`src/assert_macros.svh`:
```
// ----------------------------------------------------------------------------
// assert_macros.svh
// Assertion wrappers for the kernel block; compiled out by NO_ASSERTIONS.
// ----------------------------------------------------------------------------
`ifndef ASSERT_MACROS_SVH
`define ASSERT_MACROS_SVH

`ifndef NO_ASSERTIONS
// Clocked property, disabled while reset is asserted
`define QBWG_ASSERT(lbl, clk, rst_n, prop, msg) \
	lbl: assert property (@(posedge clk) disable iff (!rst_n) prop) else $error(msg);
// Clocked property, checked through reset as well
`define QBWG_ASSERT_ALWAYS(lbl, clk, prop, msg) \
	lbl: assert property (@(posedge clk) prop) else $error(msg);
`else
`define QBWG_ASSERT(lbl, clk, rst_n, prop, msg)
`define QBWG_ASSERT_ALWAYS(lbl, clk, prop, msg)
`endif

`endif

```
`src/qbwg_pkg.sv`:
```
// ----------------------------------------------------------------------------
// qbwg_pkg
// Shared widths, constants, stage indexes and types of the B-spline kernel.
// ----------------------------------------------------------------------------
package qbwg_pkg;

	localparam int POS_W  = 32;
	localparam int CFG_W  = 32;
	localparam int WGT_W  = 16;
	localparam int GRAD_W = 48;
	localparam int CIDX_W = 2;

	// Reference coordinate magnitude, Q.16, saturated to 2.0
	localparam int UQ_W = 18;
	// 1D weight, unsigned Q0.32
	localparam int W1_W = 32;
	// Derivative magnitude, Q.16, at most 1.0
	localparam int G_W  = 17;

	localparam logic [UQ_W-1:0]   UQ_HALF          = 18'd32768;
	localparam logic [UQ_W-1:0]   UQ_THREE_HALVES  = 18'd98304;
	localparam logic [UQ_W-1:0]   UQ_TWO           = 18'd131072;
	localparam logic [W1_W-1:0]   W_THREE_QUARTERS = 32'd3221225472;
	localparam logic [GRAD_W-1:0] GRAD_MAX         = 48'h7FFF_FFFF_FFFF;
	localparam logic [WGT_W-1:0]  WEIGHT_MAX       = 16'd27648;

	// Pipeline stages
	localparam int NUM_STAGES = 8;
	localparam int ST_SUB     = 0;  // offset and magnitude
	localparam int ST_SCALE   = 1;  // offset times inverse spacing
	localparam int ST_ROUND   = 2;  // round and saturate u
	localparam int ST_KERN    = 3;  // 1D weight and derivative
	localparam int ST_PAIR    = 4;  // pairwise weight products
	localparam int ST_WPROD   = 5;  // full weight, derivative times pair
	localparam int ST_RSCALE  = 6;  // gradient times inverse spacing
	localparam int ST_OUT     = 7;  // sign, clamp, output register

	typedef logic [NUM_STAGES-1:0] stage_en_t;

	typedef enum logic [CIDX_W-1:0] {
		CFG_CENTER_X    = 2'd0,
		CFG_CENTER_Y    = 2'd1,
		CFG_CENTER_Z    = 2'd2,
		CFG_INV_SPACING = 2'd3
	} cfg_reg_t;

endpackage

```
`src/qbwg_grad.sv`:
```
// ----------------------------------------------------------------------------
// qbwg_grad
// One gradient component, stages 6 to 8: derivative times the pair weight,
// times inverse spacing, then clamp and apply the sign opposite to u.
// ----------------------------------------------------------------------------
module qbwg_grad import qbwg_pkg::*; (
	input  logic                     clk,
	input  stage_en_t                en,
	input  logic        [G_W-1:0]    g,
	input  logic        [W1_W-1:0]   pw,
	input  logic                     neg,
	input  logic        [CFG_W-1:0]  inv,
	output logic signed [GRAD_W-1:0] grad_s8
);

	logic [48:0]       gp;
	logic [32:0]       t_s6;
	logic              neg_s6;
	logic [64:0]       rp;
	logic [33:0]       r_s7;
	logic              neg_s7;
	logic [GRAD_W-1:0] mag;

	// Stage 6: derivative times pair weight, rounded to Q.32
	assign gp = 49'(g) * 49'(pw);

	always_ff @(posedge clk) begin
		if (en[ST_WPROD]) begin
			t_s6   <= gp[48:16] + 33'(gp[15]);
			neg_s6 <= neg;
		end
	end

	// Stage 7: times inverse spacing, rounded to Q.16
	assign rp = 65'(inv) * 65'(t_s6);

	always_ff @(posedge clk) begin
		if (en[ST_RSCALE]) begin
			r_s7   <= 34'(rp[64:32]) + 34'(rp[31]);
			neg_s7 <= neg_s6;
		end
	end

	// Stage 8: clamp the magnitude, then sign it against u
	assign mag = (GRAD_W'(r_s7) > GRAD_MAX) ? GRAD_MAX : GRAD_W'(r_s7);

	always_ff @(posedge clk) begin
		if (en[ST_OUT]) begin
			grad_s8 <= neg_s7 ? signed'(mag) : -signed'(mag);
		end
	end

endmodule

```
`config.mk`:
```
export PLATFORM = sky130hd
export DESIGN_NAME = qbwg_grad
export DESIGN_NICKNAME = d
export VERILOG_FILES = /design/src/assert_macros.svh /design/src/qbwg_pkg.sv /design/src/qbwg_grad.sv
export SDC_FILE = /design/constraint.sdc
export NUM_CORES = 2
export LEC_CHECK = 0
export BUFFER_PORTS_ARGS = -buffer_cell sky130_fd_sc_hd__buf_4
export CAP_MARGIN = 5
export CELL_PAD_IN_SITES_DETAIL_PLACEMENT = 1
export CELL_PAD_IN_SITES_GLOBAL_PLACEMENT = 2
export CORE_MARGIN = 2
export CORE_UTILIZATION = 30
export CTS_CLUSTER_SIZE = 25
export DETAILED_ROUTE_END_ITERATION = 8
export HOLD_SLACK_MARGIN = 0.06
export PLACE_DENSITY = 0.69
export SLEW_MARGIN = 15
export SYNTH_ARGS = -nofsm -noshare
export SYNTH_HDL_FRONTEND = slang
export SYNTH_SLANG_ARGS = --single-unit
export TNS_END_PERCENT = 50
```
`constraint.sdc`:
```
create_clock -name clk -period 13.14 [get_ports clk]
set_input_delay 1.314 -clock clk [delete_from_list [all_inputs] [get_ports clk]]
set_output_delay 1.314 -clock clk [all_outputs]
set_load 0.1 [all_outputs]
```
# Yosys cells after proc, flatten, opt, wreduce, memory -nomap -nowiden

Cells that the tools add are included.

Multiply operators: 2
Add/sub/neg operators: 3
Mux-type cells: 1

Operators with widths:

| cell                                           | count |
|---|---|
| 32-bit by 33-bit multiplier with 65-bit output | 1 |
| 17-bit by 32-bit multiplier with 49-bit output | 1 |
| 34-bit negator with 48-bit output              | 1 |
| 33-bit by 1-bit adder with 34-bit output       | 1 |
| 34-bit 2-to-1 mux                              | 1 |
| 33-bit by 1-bit adder with 33-bit output       | 1 |

Output and inout port bits: 48
Bits in registers: 117
Word-level logic and storage cells: 12
Input port bits: 91

# Depth between registers and ports, before layout

Depth after elaboration: 2
Gate-level depth with buffers: 33

# Worst setup path before layout

No wires, ideal clock.

Kind: in2reg
Start point: input port inv[17]
End point: register r_s7[32] (data pin)
Setup time: 0.266 ns
Data required time: 12.874 ns
Data arrival time: 9.126 ns
Cell stages on the path: 31
Setup slack: 3.748 ns
Cells stage by stage: buf_1 > and2_1 > fa_1 > inv_1 > fa_1 > inv_1 > fa_1 > inv_1 > fa_1 > inv_1 > fa_1 > fa_1 > fa_1 > fa_1 > ha_1 > nand4_1 > or4_1 > o22a_1 > a31oi_4 > nor2_1 > xnor2_1 > ha_1 > ha_1 > nand2_1 > mux2i_1 > nand4_1 > nor4b_1 > nor4b_4 > o211ai_1 > nor3b_2 > xor2_1

Longest elaborated chain between the ends: 2

RTL lines:

| element                                        | line            | text |
|---|---|---|
| start: declaration                             | qbwg_grad.sv:12 | `input logic [CFG_W-1:0] inv,` |
| 32-bit by 33-bit multiplier with 65-bit output | qbwg_grad.sv:35 | `assign rp = 65'(inv) * 65'(t_s6);` |
| 33-bit by 1-bit adder with 34-bit output       | qbwg_grad.sv:39 | `r_s7 <= 34'(rp[64:32]) + 34'(rp[31]);` |
| end signal: assignment                         | qbwg_grad.sv:39 |  |
| end: declaration                               | qbwg_grad.sv:20 | `logic [33:0] r_s7;` |

No other way between the ends.
A chain may end at the register's enable or synchronous reset.

# Worst setup path in the final report

Start point: input port inv[24]
End point: register r_s7[30] (data pin)

Same word-level chain as after synthesis.

==> out/metrics.yaml <==
sta:
  slew_headroom: 0.225
  finalWorstSetupSlack_ns: 2.98
  finalSetupTns_ns: 0
  grt_setup_unrepaired: "no"
  drv_slew: 0
  finalCritPeriodShare: 0.773
  finalSetupViolations: 0
  hold_violations: 0
  skew_ns: 0.0256
  fin_crit_ns: 10.16
  max_slew.worst_pin.slew_ns: 1.16
  max_freq_mhz: 98.4
yosys:
  yosysMostFrequentCell: "inv_1"
  synth_xor_area_frac: 0.0239
  async_flop_share: 0
  synthesis.nets: 8111
  synth_adder_area_share: 0.570
  synth_commonest_cells: "inv_1 (1378), fa_1 (1372), nand2_1 (1094)"
  ys_types: 102
  ys.flop_type: "edfxtp_1"
  syn-mean-instance-area_um2: 9.05
  synth_top_cell_by_area: "fa_1"
  synth_top_area_frac: 0.485
  synthMuxAreaShare: 0.00223
  syn_inst: 6261
  synth_simple_gate_area_frac: 0.181
  synth_top_family_by_area: "adder cells"
  yosys_warnings: 0
  synth-seq-area-share: 0.0620
  synth_compound_area_frac: 0.0464
  synth_edf_count: 117
  synth_area_leaders: "fa_1 (48%), inv_1 (9.1%), ha_1 (8.5%)"
  ys_seq_elements: 117
  netlist_area_mm2: 0.0566
min_path:
  min_to: "neg_s7"
  hp-start: "neg_s6"
  min_delay_path_depth: 0
  hold_path_class: "register to register"
worst_setup_path:
  worstPathMaxFanout: 33
  r2r-end: "r_s7[30]"
  r2r_slack_ns: 3.05
  cp-start-kind: "input pin"
  worstSetupEndpointType: "register"
  arrival_ns: 10.37
  worstSetupPathType: "input pin to register"
  slowest_delay_ns: 0.58
  worstPathRequired_ns: 13.34
  crit_top_cell: "fa_1"
  r2r_start: "t_s6[15]"
  reg2reg_depth: 28
  cpMaxStageDelayCell: "fa_1"
clock_network:
  hold_buffers: 0
  cts_post_setup_buffers_inserted: 0
  numCtsBuffers: 17
  clock_path_buffers: 2
  cts_tree: "built"
  cts_root_buf: "clkbuf_16"
  clk_latency_ns: 0.48
  ctsResizeCount: 0
  cts_sinks: 117
  path_clk_slew_ns: 0.08
  cts_max_level: 4
drt:
  via_per_inst: 4.80
  ant_nets: 0
  drt-initial-drc-count: 1689
  detail_route.wl_per_cell_um: 20.5
  drc: 0
  vias: 41400
  wl_mm: 177
  first_pass_iters: 7
placed_design:
  place_congestion: 0.853
  io_buffers: 133
  hpwl_mm: 138
  dp_slack_ns: 2.42
  dp.cells: 8590
grt:
  grt_pass1_vias: 47900
  grt_usage: 0.190
  grt_antenna_before_repair: 7
  grt_max_degree: 49
  grt_first_pass_wirelength_mm: 283
  grt_overflow_total: 0
cells_and_area:
  syn2layout_area_growth_pct: 6.67
  layout-drive-gt1-share: 0.0423
  nets: 7964
  stdcell_count: 8623
floorplan:
  fp.coreArea_mm2: 0.188
  ioPinCount: 139
  die_y_um: 439
  dieArea_mm2: 0.192
  start_util: 0.302
  die_w_um: 439
  row_count: 159
flow_run:
  maxCapViolCount: 0
status:
  status: "completed"
==> cell families (layout without fill, tap and decap cells) <==
group | after synthesis | count (layout)
muxes | 12 | 12
adders and majority gates | 1759 | 1759
xor gates and xnor gates | 151 | 151
buffers and inverters | 1718 | 1584
other | 0 | 1
AOI/OAI and AO/OA | 400 | 400
and+or+nand+nor | 2104 | 2104
DFF | 117 | 117
==> layer usage <==
layer,global-route usage,vias to the layer above,share of wire
met5,0,-,0
met4,0.0426,0,0.022
met3,0.0161,190,0.031
met2,0.338,703,0.50
met1,0.249,22300,0.44
li1,-,18200,-
==> through the flow <==
step	cell area, um^2	hold WS (ns)	utilization
2_1_floorplan	56600	0.400	-
3_3_place_gp	59800	0.534	0.319
3_5_place_dp	59800	0.566	0.319
4_1_cts	60400	0.582	0.322
5_1_grt	60400	0.591	0.322
6_report	60400	0.538	0.322
==> how the worst max path moves through the flow <==
| stage | end | slack (ns) | from |
|---|---|---|---|
| 2_1_floorplan | r_s7[32] | 3.75 | inv[17] |
| 3_3_place_gp | r_s7[32] | 2.47 | inv[2] |
| 3_5_place_dp | r_s7[32] | 2.42 | inv[17] |
| 4_1_cts | r_s7[30] | 2.91 | inv[2] |
| 5_1_grt | r_s7[26] | 2.46 | inv[17] |
| 6_report | r_s7[30] | 2.98 | inv[24] |
==> worst max-delay path, delay by kind of cell <==
family,cells,cell delay [ns]
simple gates,9,2.40
buf+inv,4,0.61
fa+ha+maj,11,4.91
xor+xnor,2,0.33
compound gates,2,0.49
mux,1,0.20
==> cell usage in the layout, fill, tap and decap left out, types with 6 or more instances in the layout <==
cell       count
inv_1       1378
fa_1        1372
nand2_1     1094
and2_1       642
ha_1         387
buf_4        172
a21oi_1      155
nor2_1       124
edfxtp_1     117
xnor2_1       83
xor2_1        65
o21ai_0       55
nand4_1       46
nand3_1       40
nor3_1        39
a21o_1        27
a31oi_1       17
clkbuf_16     17
o21a_1        16
nor4_1        16
and3_1        15
or3_1         14
o211ai_1      13
o21bai_1      12
nand2b_1      10
a211oi_1       8
o21ai_1        8
mux2i_1        7
and4_1         7
a21boi_0       6
o221ai_1       6
o31ai_1        6
==> sequential cells by signal, indices dropped and copies added (netlist names) <==
register and flops:
neg_s6 1, neg_s7 1, t_s6 33, grad_s8 48, r_s7 34
==> area by class of cell <==
cell class,count,area [um^2]
clock buffer,17,425
fill,21900,127000
tap,2495,3120
antenna,1,2.50
timing repair buffer,174,1330
clock inverter,15,186
multi-input combinational,4426,46700
sequential,117,3510
inverter,1378,5170
Power is left out: the tool's default activity adds up to more than one toggle a clock period on the data nets, which glitch-free logic cannot reach.
