<file path="src/assert_macros.svh">
// ----------------------------------------------------------------------------
// assert_macros.svh
// Assertion wrappers for the kernel block; compiled out by NO_ASSERTIONS.
// ----------------------------------------------------------------------------
`ifndef ASSERT_MACROS_SVH
`define ASSERT_MACROS_SVH

`ifndef NO_ASSERTIONS
// Clocked property, disabled while reset is asserted
`define QBWG_ASSERT(lbl, clk, rst_n, prop, msg) \
	lbl: assert property (@(posedge clk) disable iff (!rst_n) prop) else $error(msg);
// Clocked property, checked through reset as well
`define QBWG_ASSERT_ALWAYS(lbl, clk, prop, msg) \
	lbl: assert property (@(posedge clk) prop) else $error(msg);
`else
`define QBWG_ASSERT(lbl, clk, rst_n, prop, msg)
`define QBWG_ASSERT_ALWAYS(lbl, clk, prop, msg)
`endif

`endif

</file>
<file path="src/qbwg_pkg.sv">
// ----------------------------------------------------------------------------
// qbwg_pkg
// Shared widths, constants, stage indexes and types of the B-spline kernel.
// ----------------------------------------------------------------------------
package qbwg_pkg;

	localparam int POS_W  = 32;
	localparam int CFG_W  = 32;
	localparam int WGT_W  = 16;
	localparam int GRAD_W = 48;
	localparam int CIDX_W = 2;

	// Reference coordinate magnitude, Q.16, saturated to 2.0
	localparam int UQ_W = 18;
	// 1D weight, unsigned Q0.32
	localparam int W1_W = 32;
	// Derivative magnitude, Q.16, at most 1.0
	localparam int G_W  = 17;

	localparam logic [UQ_W-1:0]   UQ_HALF          = 18'd32768;
	localparam logic [UQ_W-1:0]   UQ_THREE_HALVES  = 18'd98304;
	localparam logic [UQ_W-1:0]   UQ_TWO           = 18'd131072;
	localparam logic [W1_W-1:0]   W_THREE_QUARTERS = 32'd3221225472;
	localparam logic [GRAD_W-1:0] GRAD_MAX         = 48'h7FFF_FFFF_FFFF;
	localparam logic [WGT_W-1:0]  WEIGHT_MAX       = 16'd27648;

	// Pipeline stages
	localparam int NUM_STAGES = 8;
	localparam int ST_SUB     = 0;  // offset and magnitude
	localparam int ST_SCALE   = 1;  // offset times inverse spacing
	localparam int ST_ROUND   = 2;  // round and saturate u
	localparam int ST_KERN    = 3;  // 1D weight and derivative
	localparam int ST_PAIR    = 4;  // pairwise weight products
	localparam int ST_WPROD   = 5;  // full weight, derivative times pair
	localparam int ST_RSCALE  = 6;  // gradient times inverse spacing
	localparam int ST_OUT     = 7;  // sign, clamp, output register

	typedef logic [NUM_STAGES-1:0] stage_en_t;

	typedef enum logic [CIDX_W-1:0] {
		CFG_CENTER_X    = 2'd0,
		CFG_CENTER_Y    = 2'd1,
		CFG_CENTER_Z    = 2'd2,
		CFG_INV_SPACING = 2'd3
	} cfg_reg_t;

endpackage

</file>
<file path="src/qbwg_axis.sv">
// ----------------------------------------------------------------------------
// qbwg_axis
// One axis, stages 1 to 4: offset, scale to u, round and saturate, then the
// 1D quadratic weight (Q0.32) and derivative magnitude (Q.16).
// ----------------------------------------------------------------------------
module qbwg_axis import qbwg_pkg::*; (
	input  logic                    clk,
	input  stage_en_t               en,
	input  logic signed [POS_W-1:0] pos,
	input  logic signed [POS_W-1:0] ctr,
	input  logic        [CFG_W-1:0] inv,
	output logic        [W1_W-1:0]  w_s4,
	output logic        [G_W-1:0]   g_s4,
	output logic                    neg_s4
);

	logic signed [POS_W:0]  diff;
	logic        [POS_W:0]  diff_neg;
	logic        [POS_W-1:0] mag_s1;
	logic                    neg_s1;
	logic        [63:0]      prod_s2;
	logic                    neg_s2;
	logic        [47:0]      rnd;
	logic        [UQ_W-1:0]  a_s3;
	logic                    neg_s3;
	logic        [G_W-1:0]   tail;
	logic        [32:0]      tail_sq;
	logic        [29:0]      core_sq;
	logic        [W1_W-1:0]  w_nxt;
	logic        [G_W-1:0]   g_nxt;

	// Stage 1: exact 33-bit offset and its magnitude
	always_comb begin
		diff     = {pos[POS_W-1], pos} - {ctr[POS_W-1], ctr};
		diff_neg = -diff;
	end

	always_ff @(posedge clk) begin
		if (en[ST_SUB]) begin
			neg_s1 <= diff[POS_W];
			mag_s1 <= diff[POS_W] ? diff_neg[POS_W-1:0] : diff[POS_W-1:0];
		end
	end

	// Stage 2: scale by inverse spacing, Q32.32
	always_ff @(posedge clk) begin
		if (en[ST_SCALE]) begin
			prod_s2 <= 64'(mag_s1) * 64'(inv);
			neg_s2  <= neg_s1;
		end
	end

	// Stage 3: round half away from zero to Q.16, saturate at 2.0
	assign rnd = prod_s2[63:16] + 48'(prod_s2[15]);

	always_ff @(posedge clk) begin
		if (en[ST_ROUND]) begin
			a_s3   <= (rnd > 48'(UQ_TWO)) ? UQ_TWO : rnd[UQ_W-1:0];
			neg_s3 <= neg_s2;
		end
	end

	// Stage 4: piecewise weight and derivative magnitude
	always_comb begin
		tail    = G_W'(UQ_THREE_HALVES - a_s3);
		tail_sq = 33'(tail) * 33'(tail);
		core_sq = 30'(a_s3[14:0]) * 30'(a_s3[14:0]);
		if (a_s3 >= UQ_THREE_HALVES) begin
			w_nxt = '0;
		end else if (a_s3 >= UQ_HALF) begin
			w_nxt = tail_sq[32:1];
		end else begin
			w_nxt = W_THREE_QUARTERS - W1_W'(core_sq);
		end
		if (a_s3 <= UQ_HALF) begin
			g_nxt = {a_s3[G_W-2:0], 1'b0};
		end else if (a_s3 < UQ_THREE_HALVES) begin
			g_nxt = tail;
		end else begin
			g_nxt = '0;
		end
	end

	always_ff @(posedge clk) begin
		if (en[ST_KERN]) begin
			w_s4   <= w_nxt;
			g_s4   <= g_nxt;
			neg_s4 <= neg_s3;
		end
	end

endmodule

</file>
<file path="config.mk">
export PLATFORM = sky130hd
export DESIGN_NAME = qbwg_axis
export DESIGN_NICKNAME = d
export VERILOG_FILES = /design/src/assert_macros.svh /design/src/qbwg_pkg.sv /design/src/qbwg_axis.sv
export SDC_FILE = /design/constraint.sdc
export NUM_CORES = 2
export LEC_CHECK = 0
export BUFFER_PORTS_ARGS = -buffer_cell sky130_fd_sc_hd__buf_4
export CAP_MARGIN = 0
export CORE_UTILIZATION = 39
export CTS_BUF_LIST = sky130_fd_sc_hd__clkbuf_8
export CTS_CLUSTER_DIAMETER = 80
export DETAILED_ROUTE_END_ITERATION = 12
export PLACE_DENSITY = 0.65
export SLEW_MARGIN = 10
export SYNTH_ARGS = -nofsm -noshare
export SYNTH_HDL_FRONTEND = slang
export SYNTH_SLANG_ARGS = --single-unit
</file>
<file path="constraint.sdc">
create_clock -name clk -period 11.82 [get_ports clk]
set_input_delay 2.364 -clock clk [delete_from_list [all_inputs] [get_ports clk]]
set_output_delay 2.364 -clock clk [all_outputs]
set_load 0.005 [all_outputs]
</file>
; ---- Word level (Yosys, flattened, before mapping)
; Cells that the tools add are included.
[totals]
reg_bits = 167
inputBits = 105
[classes]
add_sub_neg = 5
multipliers = 3
order_cmp = 5
muxes = 4
n_bitwise = 1
n_reduce_logical = 1
[op_table]
columns = op, count
row1 = multiplier 32 x 32 -> 64 bit, 1
row2 = 2-to-1 mux 32 bit, 2
row3 = adder 48 x 1 -> 48 bit, 1
row4 = greater-than comparator 48 x 18 -> 1 bit (second input constant), 1
row5 = 2-to-1 mux 17 bit, 2
row6 = multiplier 17 x 17 -> 33 bit, 1
row7 = subtractor 32 x 32 -> 33 bit, 1
row8 = negator 32 bit, 1
row9 = subtractor 31 x 31 -> 32 bit (first input constant), 1
row10 = multiplier 15 x 15 -> 30 bit, 1
row11 = greater-or-equal comparator 18 x 16 -> 1 bit (second input constant), 1
row12 = greater-or-equal comparator 18 x 17 -> 1 bit (second input constant), 1
row13 = <= comparator 18 x 16 -> 1 bit (second input constant), 1
row14 = less-than comparator 18 x 17 -> 1 bit (second input constant), 1
row15 = subtractor 17 bit (first input constant), 1
row16 = OR reduction 2 bit, 1
row17 = inverter 1 bit, 1

; ---- Logic depth before layout (Yosys ltp)
[depth]
word_depth = 3
mapped_depth = 34
ltp_nobuf = 30

; ---- Least setup slack after synthesis
; No wires, ideal clock.
[synth_timing]
path_kind = in2reg
start = input inv[8]
end = register prod_s2[60] (data pin)
arrival_time_ns = 9.360
t_required_ns = 11.557
path_slack_ns = 2.197
path_stages = 26
n_path_buf = 1
cell_sequence = clkbuf_1 -> nand2_1 -> fa_1 -> inv_1 -> fa_1 -> fa_1 -> inv_1 -> fa_1 -> inv_1 -> fa_1 -> fa_1 -> fa_1 -> inv_1 -> fa_1 -> inv_1 -> ha_1 -> a21oi_1 -> o21ai_0 -> a21oi_1 -> o21ai_0 -> a2111oi_0 -> o31ai_1 -> a221oi_1 -> o21ai_1 -> a311oi_1 -> xnor2_1
[synth_via]
elab_chain_cells = 1
[synth_rtl]
columns = item, line_no
row1 = from (decl), qbwg_axis.sv:11  ; input logic [CFG_W-1:0] inv,
row2 = multiplier 32 x 32 -> 64 bit, qbwg_axis.sv:48  ; prod_s2 <= 64'(mag_s1) * 64'(inv);
row3 = to (signal assigned), qbwg_axis.sv:48
row4 = to (decl), qbwg_axis.sv:21  ; logic [63:0] prod_s2;
; No other way between the ends.
; A chain may end at the register's enable or synchronous reset.

; ---- Worst setup path in the final report
[layout_timing]
start = input inv[9]
end = register prod_s2[60] (data pin)
; The elaborated chain is that of the path after synthesis.

==> flow_results.org <==
** Detailed routing
- For this block, the via count after detailed routing is 42500.
- The final layout contains routed wiring with a total length of 148000 um.
- Number of detailed-route iterations in the first pass :: 5
- DRC :: 0
- Remaining antenna violation count :: 0
- After detailed routing, the number of vias per cell comes to 5.19.
- The first routing iteration left 2752 violations.
- DR WL/cell :: 18.1 um

** Global routing
- The number of antenna violations at the first check in global routing is 2.
- Largest net degree at the start of global routing :: 51
- Number of global-route vias before repair :: 44800
- Wire length of the first global-routing pass :: 241000 um
- Global Route Usage Sum :: 20.7%
- For this run the aggregate overflow at the end of global routing stands at 0.

** STA
- Maximum achievable frequency :: 95.1 MHz
- Setup repair after global routing left no endpoint under its margin.
- Adding up every negative setup slack in the final design gives 0 ns.
- Final count of hold timing violations :: 0
- The final count of pins violating max slew is 0.
- The clock period could shrink to 10.51 ns.
- Relative slew slack :: 20.2%
- Between clock sinks in the finished design, the worst skew comes to around 0.020 ns.
- Setup violations remaining at the end of the flow were counted as 0.
- Final clock period utilization by the worst path :: 88.9%
- Least-Margin Pin Slew :: 1.19 ns

** Place
- Post-Place Cells :: 8164
- The congestion estimate from routability-driven global placement came to 0.920.
- Post-DP HPWL :: between 100000 and 150000 um
- During placement, the flow inserted port buffers numbering 150.

** Floorplanning
- Measured along the x axis, the die boundary spans 385 um.
- Row generation in the floorplan step produced 140 rows.
- Area inside the core boundary :: approximately 0.15 mm2
- Measured along the y axis, the die boundary spans between 300 and 400 um.
- The initial utilization of the core area, before any placement, comes to 39.2%.
- Area of the die :: approximately 0.15 mm2
- For this design the top-level I/O count stands at 155.

** Critical path
- In this run the critical register-to-register path is launched from a_s3[4].
- Crit path capture type :: register
- Startpoint type of the worst setup path :: primary input
- The setup path with the least slack is of type primary input to register.
- Worst-path fanout max :: 32
- Data on the critical path is required at its endpoint by about 12 ns.
- CP arrival :: 10.84 ns
- The most critical setup path has its startpoint at inv[9].

** Flow run
- Across the run, the number of max-cap violations was 0.

** CTS
- Root buffer cell :: clkbuf_8
- Max Buffers Root-to-Sink :: 2
- Buffers added to address setup during post-CTS repair amount to 0.
- In this run the number of H-tree levels came out at 4.
- Clock tree synthesis found a total of 152 sinks.
- TritonCTS built the clock tree.
- After clock tree synthesis, the flow added hold-fix buffers numbering 0.
- Clock-pin slew was measured on the worst setup and hold paths at 0.10 ns.
- CTS Buf Count :: 17
- At the later pin of the worst-skew pair, clock insertion delay measures between 0.5 and 0.6 ns.
- In this run, post-CTS repair resized a total of 0 instances.

** Layout
- From synthesis to final layout, the design area changed by 5.79%.
- The finished layout holds 8200 standard cells, fillers aside.
- For this run, the post-layout net count is 8088.
- Share of post-route cells with drive strength above 1 :: under 10%

** Synthesis
- Synthesized area divided by synthesized cell count :: between 9 and 10 um2
- The synthesized design devotes to its leading area cell type 43.0% of total area.
- Cell types with the highest counts after synthesis :: inv_1 (1421), fa_1 (1227), nand2_1 (801), and2_1 (527), ha_1 (490)
- The netlist uses 92 different library cells.
- Number of enable flip-flop cells after synthesis :: 152
- Summing every instance area after synthesis gives roughly 0.057 mm2.
- In the synthesized netlist the dominant register cell turns out to be edfxtp_1.
- Area leader, netlist :: fa_1
- Most frequent cell after synthesis :: inv_1
- In this run, synthesis produced a sequential element count of 152.
- Async set or reset register ratio after synthesis :: 0%
- After synthesis, the cell types taking the most area are fa_1 (43%), ha_1 (11%), inv_1 (9.3%), edfxtp_1 (8.0%), and2_1 (5.8%).
- Warning count from the yosys run :: 0
- Sequential cells were found to cover 7.99% of the synthesized design area.
- Post-Syn Nets :: between 8000 and 9000
- Synthesis produced approximately 6300 cells.

** Hold path
- Path category of the worst min-delay check :: register to register
- In this run the most critical hold path is launched from neg_s2.

** Outcome
- The flow ran to the end, and the final reports show no timing, DRC or antenna violations.
-- metrics by stage --
stage                     hold slack [ns]  area [um2]  setup slack (ns)  utilization (%)
after global placement              0.471       60000             0.792             41.2
after CTS                           0.473       60400              1.30             41.5
after floorplan                     0.400       57100              2.20                -
after detailed placement            0.476       60000             0.692             41.2
after global routing                0.477       60400             0.915             41.5
final                               0.460       60400              1.31             41.5
-- cell usage in the layout, fill, tap and decap left out, types with 17 or more instances in the layout --
cell      Yosys  routed
inv_1      1421    1422
fa_1       1227    1227
nand2_1     801     801
and2_1      527     527
ha_1        490     490
nor2_1      233     233
buf_4         0     216
edfxtp_1    152     152
a21oi_1     150     150
xnor2_1     139     139
o21ai_0      88      88
a21o_1       85      85
xor2_1       72      72
nand3_1      62      62
nor3_1       48      47
and3_1       38      38
nand4_1      32      32
nor2b_1      26      26
a211oi_1     26      26
nand2b_1     26      26
or3_1        25      25
a31oi_1      25      25
o21a_1       23      23
o21bai_1     19      19
o22ai_1      17      17
clkbuf_8      0      17
-- cell families after synthesis --
kind of cell / Yosys count / synth area share, %
compound gates: 601 / 7.04
simple gates: 1909 / 16.4
buf+inv: 1721 / 11.3
flops: 152 / 7.99
mux: 13 / 0.239
xor+xnor: 211 / 3.23
fa+ha+maj: 1717 / 53.7
-- worst paths after layout --
check	to	cells past startpoint	slack (ns)
setup / recovery	prod_s2[60]	26	1.31
hold / removal	neg_s3	0	0.46
setup reg to reg	w_s4[28]	31	2.06
hold reg to reg	neg_s3	0	0.46
-- area by class of cell --
class | count | area, um2
sequential | 152 | 4560
clock inverter | 15 | 156
antenna | 4 | 10.0
tap | 1917 | 2400
multi-input combinational | 4451 | 46100
fill | 14300 | 85100
clock buffer | 17 | 234
timing repair buffer | 216 | 1620
inverter | 1428 | 5360
-- metal layers --
metal  track usage [%]  vias up  share of wire (%)
met5                 0        -                  0
met4              6.75        0                3.1
met3              3.04      257                7.0
met2              34.0     1487                 47
met1              27.9    21600                 42
li1                  -    19200                  -
-- registers in the layout, summed over array words and instances, names as in the netlist --
| signal | flops |
|---|---|
| neg_s1 | 1 |
| neg_s4 | 1 |
| a_s3 | 18 |
| g_s4 | 17 |
| prod_s2 | 49 |
| neg_s3 | 1 |
| mag_s1 | 32 |
| neg_s2 | 1 |
| w_s4 | 32 |
-- critical path: stages --
cell and delay (ns):
buf_4 0.42, and2_1 0.24, fa_1 0.45, fa_1 0.55, inv_1 0.07, fa_1 0.51
fa_1 0.52, inv_1 0.06, fa_1 0.55, fa_1 0.44, fa_1 0.49, inv_1 0.05
fa_1 0.51, inv_1 0.05, ha_1 0.38, a21oi_1 0.18, o21ai_1 0.13, a21oi_1 0.16
o21ai_0 0.23, a2111oi_0 0.64, buf_4 0.24, o31ai_1 0.12, a221oi_1 0.68, o21ai_1 0.30
a311oi_1 0.38, xnor2_1 0.10
Power is not shown: default switching activity piles up to over one toggle a cycle in this logic, so the estimate is an artifact.
